--- src/hdl/cppt_pkg.sv ---
// ----------------------------------------------------------------------------
// cppt_pkg
// Shared constants and types for the cascaded peak / PEP / average tracker.
// ----------------------------------------------------------------------------
package cppt_pkg;

  // Default ring depths.
  localparam int SHORT_DEPTH_DEF     = 16;
  localparam int PEP_DEPTH_DEF       = 64;
  localparam int LONG_DEPTH_DEF      = 32;
  localparam int AVG_SHORT_DEPTH_DEF = 16;
  localparam int AVG_LONG_DEPTH_DEF  = 128;

  // Configuration port.
  localparam int CFG_IDX_W  = 1;
  localparam int CFG_DATA_W = 7;
  localparam int PEP_LEN_W  = 7;
  localparam int LONG_LEN_W = 6;

  localparam logic [CFG_IDX_W-1:0] REG_PEP_LENGTH  = 1'b0;
  localparam logic [CFG_IDX_W-1:0] REG_LONG_LENGTH = 1'b1;

  localparam logic [PEP_LEN_W-1:0]  PEP_LEN_RST  = 7'd10;
  localparam logic [LONG_LEN_W-1:0] LONG_LEN_RST = 6'd32;

  // Classified request handed from the front end to the back end.
  // Index and length fields are sized for the largest depth allowed.
  typedef struct packed {
    logic [31:0]        uw;
    logic signed [15:0] cdb;
    logic [7:0]         sidx;   // short ring write slot
    logic               sfull;  // short ring has wrapped before
    logic               swrap;  // this request wraps the short ring
    logic [8:0]         plen;   // clamped PEP window length
    logic [8:0]         llen;   // clamped long window length
  } item_t;

endpackage

--- src/hdl/cppt_fifo.sv ---
// ----------------------------------------------------------------------------
// cppt_fifo
// Two-entry queue between the front end and the back end.
// ----------------------------------------------------------------------------
module cppt_fifo
  import cppt_pkg::*;
(
  input  logic  clk,
  input  logic  rst_n,
  input  logic  push,
  input  item_t din,
  output logic  full,
  input  logic  pop,
  output item_t dout,
  output logic  empty
);

  item_t      mem_r [2];
  logic       wp_r, rp_r;
  logic [1:0] cnt_r;
  logic       do_push, do_pop;

  assign full    = (cnt_r == 2'd2);
  assign empty   = (cnt_r == 2'd0);
  assign do_push = push && !full;
  assign do_pop  = pop && !empty;
  assign dout    = mem_r[rp_r];

  // Storage.
  always_ff @(posedge clk) begin
    if (do_push) begin
      mem_r[wp_r] <= din;
    end
  end

  // Pointers and fill count.
  always_ff @(posedge clk) begin
    if (!rst_n) begin
      wp_r  <= 1'b0;
      rp_r  <= 1'b0;
      cnt_r <= 2'd0;
    end else begin
      if (do_push) begin
        wp_r <= ~wp_r;
      end
      if (do_pop) begin
        rp_r <= ~rp_r;
      end
      if (do_push && !do_pop) begin
        cnt_r <= cnt_r + 2'd1;
      end else if (do_pop && !do_push) begin
        cnt_r <= cnt_r - 2'd1;
      end
    end
  end

endmodule

--- config.mk ---
export PLATFORM = sky130hd
export DESIGN_NAME = cppt_fifo
export DESIGN_NICKNAME = d
export VERILOG_FILES = /design/src/hdl/cppt_pkg.sv /design/src/hdl/cppt_fifo.sv
export SDC_FILE = /design/constraint.sdc
export NUM_CORES = 1
export LEC_CHECK = 0
export BUFFER_PORTS_ARGS = -buffer_cell sky130_fd_sc_hd__buf_2
export CAP_MARGIN = 20
export CORE_AREA = 4 4 124 126
export CTS_CLUSTER_DIAMETER = 50
export CTS_CLUSTER_SIZE = 8
export DETAILED_ROUTE_END_ITERATION = 10
export DIE_AREA = 0 0 128 130
export PLACE_DENSITY = 0.66
export REMOVE_ABC_BUFFERS = 1
export SETUP_SLACK_MARGIN = 0.5
export SLEW_MARGIN = 5
export SYNTH_ARGS = -nofsm -noshare
export SYNTH_HDL_FRONTEND = slang
export SYNTH_SLANG_ARGS = --single-unit
export TNS_END_PERCENT = 1
--- constraint.sdc ---
create_clock -name clk -period 4.6 [get_ports clk]
set_input_delay 1.38 -clock clk [delete_from_list [all_inputs] [get_ports clk]]
set_output_delay 1.38 -clock clk [all_outputs]
set_load 0.01 [all_outputs]
# == Word level (Yosys, flattened, before mapping) ==
# Memory sizes are Yosys's and may differ from the RTL's. A register that Yosys moved wholly into a read port is not among the register bits.
# Cells that the tools add are included.
# op_classes
mux,6
eq_ne,1
n_bitwise,2
addsub,2
reduce_logical,10
# ops
operator,count
logical AND 1 bit,4
logical NOT 1 bit,4
two-way mux 1 bit,4
two-way mux 2 bit,2
adder 2 x 1 -> 2 bit (second input constant),1
equality test 2 bit (second input constant),1
logical NOT 2 bit,1
NOT 1 bit,2
nonzero test 2 bit,1
subtractor 2 x 1 -> 2 bit (second input constant),1
# word_totals
regBits,4
word_cells,25
n_memories,1
input_bits,80
mem_bits_rw,152
# mem_list
memory,words,width,rd,rd_clocked_by_memory_dff,wr,line_no,rtl
mem_r,2,76,1,1,1,cppt_fifo.sv:18,item_t mem_r [2];

# == Depth between registers and ports, before layout ==
# logic_depth
ltp_word,7
mapped_depth,7

# == Worst setup path before layout ==
# OpenSTA, ideal clock, no wires.
# synth_timing
path_kind,input to register
startpoint,in push
endpoint,"mem mem_r[0][0] (netlist bit), enable pin"
t_required_ns,4.102
n_path_buf,0
path_stages,2
path_slack_ns,-0.321
arrival_ns,4.423
path_cell_list,inv_1 -> nor3_2
# synth_between
elab_chain_len,3
# synth_rtl
item,line_no,rtl
start: declaration,cppt_fifo.sv:10,"input logic push,"
logical AND 1 bit,cppt_fifo.sv:25,assign do_push = push && !full;
two-way mux 1 bit,cppt_fifo.sv:31,if (do_push) begin
two-way mux 1 bit (implied by the code),cppt_fifo.sv:32,mem_r[wp_r] <= din;
end: declaration,cppt_fifo.sv:18,
# No other way between the ends.

==> summary.txt <==
STA
  – Worst Skew: 9.40 ps
  – Fin Hold WS: 539 ps
  – Max-slew headroom: 30.9%
  – Final TNS setup: 0 ps
  – Period utilization: 74.2%
  – Endpoints failing setup: 0
  – Highest clock rate: 293 MHz
  – Worst-margin pin slew: 1040 ps
  – Crit path time final: 3410 ps
  – RSZ-0062 raised after global routing: no
  – Final Hold Fails: 0
  – Slew Limit Fails: 0

Setup path
  – Crit. End Element: primary output
  – CP arrival: 2030 ps
  – Worst EP required: 3220 ps
  – Startpoint Class: flop
  – Crit-path max FO: 76
  – CP Class: flop to primary output

Global route
  – Gr ovfl total: 0
  – First-pass GRT wire length: 15.9 mm
  – Overall Global Routing Usage: 12.8%
  – Largest net degree at the start of global routing: 78
  – Vias in the first global route: 3133
  – Initial antenna violation count: 0

Power and ir drop
  – LEAKAGE: 2.74 nW
  – Worst vdd ir: 0.504 mV
  – Final Total Pwr: 4.19 mW
  – Pwr dens: 570 nW/um2

Final layout
  – Final non-filler cell total: 628
  – Layout cell share with drive strength beyond 1: 51.1%
  – Final net count: 512
  – Fin util: 51.3%
  – Antenna Cells: 0
  – Syn-to-layout area delta: 28.3%

Clock network
  – Post-CTS Setup Repair Bufs: 0
  – Post-cts resize count: 0
  – H-tree lvl count: 4
  – Root Buffer: clkbuf_16
  – Reg clk slew, reported paths: 50 ps
  – CTS buffer count: 17
  – Clock Latency Late Sink: 410 ps
  – Clk buf depth: 2
  – CTS tree: built
  – CTS Sinks: 157
  – CTS Hold Bufs: 0

Routing
  – Total wire length: 10.2 mm
  – Wire per inst: 16.3 um
  – Drt drc: 0
  – Vias: 2928
  – Iteration-0 DRC count of the detailed router: 141
  – Avg Vias per Cell: 4.66
  – Drt pass-1 iters: 4
  – Detail Route Antenna Nets: 0

Synth
  – Sequential share of the synthesized area: 81.5%
  – Simple-Gate Fraction of Synth Area: 0.962%
  – Mux share of post-synthesis cell area: 15.0%
  – Syn Area/Cell: 21.9 um2
  – Post-synthesis cell area: 5720 um2
  – Xor-xnor portion of the synthesized cell area: 0.459%
  – Largest family of logic cells by synthesized area: multiplexers
  – Synthesis-stage register bit count: 157
  – Post-synthesis cell count: 261
  – Area share of fa/ha/maj cells after synthesis: 0.219%
  – Netlist cell types: 23
  – YS warnings: 0
  – Compound-cell area share of the yosys netlist: 0.569%

Run
  – Number of maximum-capacitance violations: 0

Die
  – Die Ht: 130 um
  – Die area: 16600 um2
  – Row Count: 44
  – Core Area: 14300 um2
  – # IOs: 158
  – Die X: 128 um
  – Initial Util: 40.0%

Place
  – Dpl hpwl: 6.53 mm
  – # port buffers: 157
  – GPL Wtd Cong: 0.715
  – Placed cells: 595

Status
  – Status: completed

Hold path
  – Min-Delay Path Class: flop to flop
-- state kept, by name, indices dropped and copies added (netlist names), named ones only --
signal,count
wp_r,1
mem_r,152
cnt_r,2
rp_r,1
-- Yosys cell counts --
cell type	count	share of area, %
edfxtp_1	152	80
or3_1	1	0.11
buf_2	3	0.26
inv_2	1	0.066
inv_1	1	0.066
dfxtp_1	5	1.7
mux2_2	36	7.1
buf_6	4	0.79
o21a_1	1	0.13
ha_1	1	0.22
nor3_2	1	0.17
o21ai_0	1	0.087
buf_4	1	0.13
o21ai_1	1	0.087
xor2_1	1	0.15
xnor2_1	2	0.31
and3_1	1	0.11
nand2b_1	1	0.11
a21boi_0	1	0.13
mux2_1	40	7.9
nor2_1	2	0.13
a21boi_1	1	0.13
and2_1	3	0.33
-- area by class of cell --
cell class | instances | area, um2
flip-flops and latches | 157 | 4670
fillers | 1199 | 6970
well taps | 184 | 230
multi-input cells | 94 | 993
repair buffers | 159 | 833
clock inverters | 12 | 170
clock buffers | 20 | 437
inverters | 2 | 7.51
-- cell families after synthesis --
group / Yosys count
AOI/OAI and AO/OA: 5
xor gates and xnor gates: 3
adders and majority gates: 1
buffers and inverters: 10
DFF: 157
muxes: 76
and+or+nand+nor: 9
-- critical path, cell delays in order (launching register included) --
cell and delay [ps]:
dfxtp_4 1030, mux2_2 420, buf_2 140
-- routing by layer --
| layer | up-vias | wire length, um | global-route usage, % |
|---|---|---|---|
| li1 | 1376 | - | - |
| met1 | 1435 | 4270 | 15.0 |
| met2 | 101 | 5000 | 21.1 |
| met3 | 16 | 761 | 4.63 |
| met4 | 0 | 195 | 5.81 |
| met5 | - | 0 | 0 |
-- worst paths after layout --
kind | slack (ps) | to | from | cells after the start
max | 1190 | dout[20] | flop | 2
min | 540 | cnt_r[1] | cnt_r[1] | 2
max reg2reg | 2790 | mem_r[1][59] | cnt_r[0] | 3
min reg2reg | 540 | cnt_r[1] | cnt_r[1] | 2
-- where the power goes --
| group | internal, mW | switching (mW) | total, mW |
|---|---|---|---|
| sequential | 1.80 | 0.139 | 1.94 |
| clock | 0.903 | 0.514 | 1.42 |
| combinational | 0.413 | 0.418 | 0.830 |
| total | 3.11 | 1.07 | 4.19 |
-- layout by cell type (no fill, tap or decap), types with 3 or more instances in the layout --
master and instances:
bufinv_16 4, clkinvlp_4 3, dfxtp_1 4, clkbuf_1 3, mux2_2 36, clkbuf_16 17, edfxtp_1 152, mux2_1 40
buf_2 157, and2_1 3, clkinv_2 3
-- per-stage QoR --
stage / cell area [um2] / setup slack (ps)
floorplan: 5650 / -321
global placement: 6710 / 1570
detailed placement: 6710 / 1570
CTS: 7310 / 1110
global route: 7340 / 1050
finish: 7340 / 1190
Note: power is estimated with default switching activity, not from simulation.
