### src/hdl/cppt_pkg.sv
// ----------------------------------------------------------------------------
// cppt_pkg
// Shared constants and types for the cascaded peak / PEP / average tracker.
// ----------------------------------------------------------------------------
package cppt_pkg;

  // Default ring depths.
  localparam int SHORT_DEPTH_DEF     = 16;
  localparam int PEP_DEPTH_DEF       = 64;
  localparam int LONG_DEPTH_DEF      = 32;
  localparam int AVG_SHORT_DEPTH_DEF = 16;
  localparam int AVG_LONG_DEPTH_DEF  = 128;

  // Configuration port.
  localparam int CFG_IDX_W  = 1;
  localparam int CFG_DATA_W = 7;
  localparam int PEP_LEN_W  = 7;
  localparam int LONG_LEN_W = 6;

  localparam logic [CFG_IDX_W-1:0] REG_PEP_LENGTH  = 1'b0;
  localparam logic [CFG_IDX_W-1:0] REG_LONG_LENGTH = 1'b1;

  localparam logic [PEP_LEN_W-1:0]  PEP_LEN_RST  = 7'd10;
  localparam logic [LONG_LEN_W-1:0] LONG_LEN_RST = 6'd32;

  // Classified request handed from the front end to the back end.
  // Index and length fields are sized for the largest depth allowed.
  typedef struct packed {
    logic [31:0]        uw;
    logic signed [15:0] cdb;
    logic [7:0]         sidx;   // short ring write slot
    logic               sfull;  // short ring has wrapped before
    logic               swrap;  // this request wraps the short ring
    logic [8:0]         plen;   // clamped PEP window length
    logic [8:0]         llen;   // clamped long window length
  } item_t;

endpackage

### src/hdl/cppt_front.sv
// ----------------------------------------------------------------------------
// cppt_front
// Accepts samples, holds the configuration registers and tags each request
// with its short ring slot and the clamped window lengths.
// ----------------------------------------------------------------------------
module cppt_front
  import cppt_pkg::*;
#(
  parameter int SHORT_DEPTH = SHORT_DEPTH_DEF,
  parameter int PEP_DEPTH   = PEP_DEPTH_DEF,
  parameter int LONG_DEPTH  = LONG_DEPTH_DEF
) (
  input  logic                  clk,
  input  logic                  rst_n,
  input  logic                  in_push,
  output logic                  in_full,
  input  logic [31:0]           in_power_uw,
  input  logic signed [15:0]    in_power_cdb,
  input  logic                  cfg_we,
  input  logic [CFG_IDX_W-1:0]  cfg_idx,
  input  logic [CFG_DATA_W-1:0] cfg_data,
  output logic                  q_push,
  output item_t                 q_item,
  input  logic                  q_full
);

  localparam int SAW = $clog2(SHORT_DEPTH);

  logic [PEP_LEN_W-1:0]  pep_len_r;
  logic [LONG_LEN_W-1:0] long_len_r;
  logic [SAW-1:0]        short_pos_r;
  logic                  short_full_r;
  logic                  accept;
  logic                  swrap;

  assign in_full = q_full;
  assign accept  = in_push && !q_full;
  assign q_push  = accept;
  assign swrap   = (short_pos_r == SAW'(SHORT_DEPTH - 1));

  // Configuration registers.
  always_ff @(posedge clk) begin
    if (!rst_n) begin
      pep_len_r  <= PEP_LEN_RST;
      long_len_r <= LONG_LEN_RST;
    end else if (cfg_we) begin
      case (cfg_idx)
        REG_PEP_LENGTH:  pep_len_r  <= cfg_data[PEP_LEN_W-1:0];
        REG_LONG_LENGTH: long_len_r <= cfg_data[LONG_LEN_W-1:0];
        default: ;
      endcase
    end
  end

  // Short ring slot tracking.
  always_ff @(posedge clk) begin
    if (!rst_n) begin
      short_pos_r  <= '0;
      short_full_r <= 1'b0;
    end else if (accept) begin
      short_pos_r <= swrap ? '0 : short_pos_r + SAW'(1);
      if (swrap) begin
        short_full_r <= 1'b1;
      end
    end
  end

  // Build the request, clamping the window lengths to their legal range.
  always_comb begin
    q_item       = '0;
    q_item.uw    = in_power_uw;
    q_item.cdb   = in_power_cdb;
    q_item.sidx  = 8'(short_pos_r);
    q_item.sfull = short_full_r;
    q_item.swrap = swrap;
    if (pep_len_r == '0) begin
      q_item.plen = 9'd1;
    end else if ({2'b00, pep_len_r} > 9'(PEP_DEPTH)) begin
      q_item.plen = 9'(PEP_DEPTH);
    end else begin
      q_item.plen = {2'b00, pep_len_r};
    end
    if (long_len_r == '0) begin
      q_item.llen = 9'd1;
    end else if ({3'b000, long_len_r} > 9'(LONG_DEPTH)) begin
      q_item.llen = 9'(LONG_DEPTH);
    end else begin
      q_item.llen = {3'b000, long_len_r};
    end
  end

endmodule

### config.mk
export PLATFORM = sky130hd
export DESIGN_NAME = cppt_front
export DESIGN_NICKNAME = d
export VERILOG_FILES = /design/src/hdl/cppt_pkg.sv /design/src/hdl/cppt_front.sv
export SDC_FILE = /design/constraint.sdc
export NUM_CORES = 1
export LEC_CHECK = 0
export BUFFER_PORTS_ARGS = -buffer_cell sky130_fd_sc_hd__buf_2
export CORE_MARGIN = 1
export CORE_UTILIZATION = 30
export CTS_CLUSTER_DIAMETER = 100
export DETAILED_ROUTE_END_ITERATION = 8
export GPL_ROUTABILITY_DRIVEN = 0
export HOLD_SLACK_MARGIN = 0.08
export PLACE_DENSITY_LB_ADDON = 0.1
export SLEW_MARGIN = 0
export SYNTH_ARGS = -nofsm -noshare
export SYNTH_HDL_FRONTEND = slang
export SYNTH_SLANG_ARGS = --single-unit
### constraint.sdc
create_clock -name clk -period 1.5 [get_ports clk]
set_clock_uncertainty 0.15 [all_clocks]
set_input_delay 0.15 -clock clk [delete_from_list [all_inputs] [get_ports clk]]
set_output_delay 0.15 -clock clk [all_outputs]
set_load 0.03 [all_outputs]
Word level (Yosys, flattened, before mapping)
Index checks and enable logic that the tools add are counted.
Word-level totals
  register bits after elaboration: 18
  input bits: 61
  logic and storage cells: 21
  output and inout bits: 78
Cells by class
  add/sub/neg operators: 1
  equality and inequality tests: 1
  bitwise logic cells: 1
  muxes and demuxes: 5
  reduce and logical (&&, ||, !) cells: 7
  magnitude comparators: 2
Operators by type and width (count)
  $mux W7: 2
  $mux W6: 2
  $gt A7 B7 Y1 const B: 1
  $logic_not A7 Y1: 1
  $gt A6 B6 Y1 const B: 1
  $logic_not A6 Y1: 1
  $reduce_and A2 Y1: 3
  $add A4 B1 Y4 const B: 1
  $eq A4 B4 Y1 const B: 1
  $mux W4: 1
  $logic_and A1 B1 Y1: 1
  $logic_not A1 Y1: 1
  $not A1 Y1: 1

Depth between registers and ports, before layout
  depth in word-level cells: 3
  depth in mapped cells: 5
  depth with buffers taken out: 5

Worst setup path after synthesis
No wires, ideal clock.
  path kind: reg-to-reg
  from: register short_pos_r[0]
  to: register short_pos_r[0]
  buffers on the path: 0
  cell stages (with the launch flop): 6
  setup slack: 0.023 ns
  library setup time: 0.070 ns
  arrival: 1.257 ns
  period minus slack after synthesis: 1.477 ns
  required time: 1.280 ns
  cells stage by stage: dfxtp_1 -> ha_1 -> nand3_2 -> inv_2 -> or3_1 -> a21boi_1
Between the ends
  cells in the longest elaborated chain, start to end: 2
  elaborated cells on any way between the ends: 3
  classes of those cells: add/sub: 1; eq/ne: 1; mux: 1
Ends and longest elaborated chain
  from (decl): line cppt_front.sv:31  | logic [SAW-1:0] short_pos_r;
  from (signal assigned): line cppt_front.sv:61  | short_pos_r <= swrap ? '0 : short_pos_r + SAW'(1);
  $eq A4 B4 Y1: line cppt_front.sv:39  | assign swrap = (short_pos_r == SAW'(SHORT_DEPTH - 1));
  net swrap: line cppt_front.sv:34  | logic swrap;
  $mux W4: line cppt_front.sv:61
The timed path passes the listed nets, and every way through them passes these cells.
A chain may end at the register's enable or synchronous reset.

==> impl_metrics.env <==
export IMPL_antenna_found_initial=0
export IMPL_synthMuxAreaShare_pct=0.774
export IMPL_synth_xor_area_share_pct=0.677
export IMPL_timing_final_crit_period_ns=1.45
export IMPL_final_layout_size_suffix_gt1_share_pct=32.2
export IMPL_via_count=888
export IMPL_grt_usage_pct=10.8
export IMPL_setup_viol_count_final=0
export IMPL_dr_first_iter_drc_count=24
export IMPL_crit_top_cell="nor2_1"
export IMPL_ys_seq_area_share_pct=27.9
export IMPL_pre_cts_slack_ns=0.102
export IMPL_synth_top_family_by_area="buffers and inverters"
export IMPL_p_per_area_nw_per_um2=915
export IMPL_synth_area_sq_um=1290
export IMPL_fin_util_pct=30.4
export IMPL_required_ns=1.20
export IMPL_initial_utilization_pct=31.9
export IMPL_leakage_nw=0.556
export IMPL_synthAdderAreaFrac_pct=0.967
export IMPL_drt_wirelength_per_cell_um=12.4
export IMPL_run_status="complete, no violations"
export IMPL_fin_nets=212
export IMPL_crit_arrival_ns=1.15
export IMPL_synth_simple_area_share_pct=22.8
export IMPL_max_freq_ghz=0.689
export IMPL_clock_latency_ns=0.25
export IMPL_vias_per_cell=4.46
export IMPL_min_period_over_period_pct=96.7
export IMPL_die_h_um=67.7
export IMPL_hpwl_um=1880
export IMPL_whs_path_depth=2
export IMPL_grt_overflow_total=0
export IMPL_post_cts_setup_buffers=0
export IMPL_ant_nets=0
export IMPL_drt_pre_antenna_iters=2
export IMPL_ys_ff_latch=18
export IMPL_rsz0062_at_grt="true"
export IMPL_n_antenna_cell=0
export IMPL_fin_ws_ns=0.0490
export IMPL_synth_compound_area_share_pct=8.70
export IMPL_grt_pass1_vias=800
export IMPL_path_cells="nor4_2 > nor2_1 > nor2_1 > buf_4"
export IMPL_avgSynthCellArea_sq_um=7.94
export IMPL_dieWidth_um=67.7
export IMPL_cap_violations=0
export IMPL_path_clk_slew_ns=0.07
export IMPL_cp_end_kind="output port"
export IMPL_grt_max_degree=20
export IMPL_peakVddDrop_mv=0.341
export IMPL_numPortBuffers=33
export IMPL_top_level_ports=139
export IMPL_grt_first_pass_wirelength_um=3680
export IMPL_post_route_drc_count=0
export IMPL_rrSetupSlack_ns=0.18
export IMPL_drv_slew=0
export IMPL_clock_tree_buffer_depth=2
export IMPL_slowest_delay_ns=0.34
export IMPL_rows=23
export IMPL_clkSinkCount=18
export IMPL_cts_tree="built"
export IMPL_final_hold_viol_count=0
export IMPL_stdcell_count=199
export IMPL_ys_types=30
export IMPL_start_kind="register"
export IMPL_die_area_sq_um=4580
export IMPL_reg2reg_depth=5
export IMPL_ys_warn_count=0
export IMPL_cts_buffers_inserted=3
export IMPL_wirelength_um=2460
export IMPL_htreeDepth=1
export IMPL_worstHoldPathType="input port to register"
export IMPL_critical_path_max_fanout=3
export IMPL_ctsRootBufferMaster="clkbuf_8"
export IMPL_areaGrowthSynthToFinish_pct=-4.55
export IMPL_cpMaxStageDelayCell="dfxtp_2"
export IMPL_syn_inst=163
export IMPL_core_region_area_sq_um=4060
export IMPL_placed_cells=188
export IMPL_path_class="register to output port"
[through the flow]
step / hold slack, ns / instance area, sq um / total power, W / setup TNS [ns]
final: 0.0793 / 1230 / 0.00113 / 0
after global routing: 0.0984 / 1230 / 0.00120 / -0.0263
after CTS: 0.0879 / 1200 / 0.00114 / 0
after detailed placement: 0.150 / 1070 / 0.000724 / 0
after global placement: 0.150 / 1070 / 0.000723 / 0
after floorplan: 0.122 / 1320 / 0.000930 / 0
[state kept, by name, summed over array words and instances (netlist names)]
signal and count:
pep_len_r 7, long_len_r 6, short_full_r 1, short_pos_r 4
[cells in the mapped netlist]
library cell,instances,area [sq um]
o21ai_0,1,5.00
nor3_1,1,5.00
dfxtp_1,18,360
nor2b_1,10,62.6
nor4_1,1,6.26
or3_1,1,6.26
a21boi_1,6,45.0
a21boi_0,5,37.5
nand2b_4,1,13.8
buf_2,2,10.0
buf_4,62,465
nand3_2,1,10.0
nor2b_2,1,8.76
nand4b_1,1,8.76
clkbuf_1,2,7.51
nor2_1,5,18.8
inv_2,1,3.75
a21oi_1,2,10.0
conb_1,1,3.75
ha_1,1,12.5
nand2_1,22,82.6
nand3_1,9,45.0
o211ai_1,1,7.51
xnor2_1,1,8.76
nand3b_1,2,15.0
mux2i_1,1,10.0
nand2b_1,1,6.26
inv_1,1,3.75
and2_1,1,6.26
o21a_1,1,7.51
[worst paths after layout]
check,start,to
worst min register to register,pep_len_r[0],pep_len_r[0]
worst max-delay path,long_len_r[4],q_item[0]
worst min-delay path,rst_n,pep_len_r[3]
worst max register to register,short_pos_r[0],short_pos_r[0]
[worst max-delay path, delay by kind of cell, from the launching register on]
family	cells	cell delay, ns
flip-flops	1	0.34
AND/OR/NAND/NOR	3	0.39
buffers and inverters	1	0.16
[where the power goes]
group          leakage [nW]  internal, W  switching (W)
logic                 0.378    0.0000758       0.000135
registers             0.149     0.000498      0.0000221
clock network        0.0288     0.000233       0.000166
total                 0.556     0.000807       0.000323
[final cells by class]
class | count | area (sq um)
timing repair buffer | 40 | 243
multi-input combinational | 85 | 497
tap | 50 | 62.6
inverter | 2 | 7.51
fill | 455 | 2820
clock buffer | 4 | 55.1
sequential | 18 | 370
[cell families (layout without fill, tap and decap cells)]
| family | count (synthesis) | in the layout |
|---|---|---|
| AO/OA/AOI/OAI | 16 | 16 |
| XOR/XNOR | 1 | 1 |
| adder cells (fa/ha/maj) | 1 | 1 |
| buffers and inverters | 68 | 46 |
| flip-flops | 18 | 18 |
| multiplexers | 1 | 1 |
| other | 1 | 9 |
| AND/OR/NAND/NOR | 57 | 57 |
[what timing repair did]
action,4_1_cts,5_1_grt
pin swaps,0,2
hold buffers,7,0
hold endpoints to repair,13,0
gates cloned,0,0
setup endpoints to repair,3,3
resized for setup,4,9
[layer usage]
| layer | track usage (%) | vias to the layer above | wire, um |
|---|---|---|---|
| met1 | 11.0 | 389 | 989 |
| met4 | 5.59 | 0 | 86 |
| li1 | - | 424 | - |
| met5 | 0 | - | 0 |
| met3 | 5.57 | 21 | 245 |
| met2 | 17.9 | 54 | 1140 |
[layout by cell type, fill, tap and decap left out]
| cell | count |
|---|---|
| buf_2 | 30 |
| nand2_1 | 22 |
| dfxtp_1 | 14 |
| nor2b_1 | 10 |
| nand3_1 | 9 |
| conb_1 | 9 |
| dlygate4sd3_1 | 7 |
| a21boi_1 | 6 |
| nor2_1 | 5 |
| a21boi_0 | 5 |
| clkbuf_8 | 4 |
| a21oi_1 | 2 |
| nand3b_1 | 2 |
| dfxtp_2 | 2 |
| buf_4 | 2 |
| dfxtp_4 | 2 |
| nand3_2 | 1 |
| inv_2 | 1 |
| nor3_2 | 1 |
| nand2b_4 | 1 |
| inv_1 | 1 |
| nor4_2 | 1 |
| nor2b_2 | 1 |
| nand2b_1 | 1 |
| nand4b_1 | 1 |
| o211ai_1 | 1 |
| o21ai_0 | 1 |
| o21a_1 | 1 |
| xnor2_1 | 1 |
| and2_1 | 1 |
| mux2i_1 | 1 |
| or3_1 | 1 |
| ha_4 | 1 |
| clkbuf_4 | 1 |
Note: power is estimated with default switching activity, not from simulation.
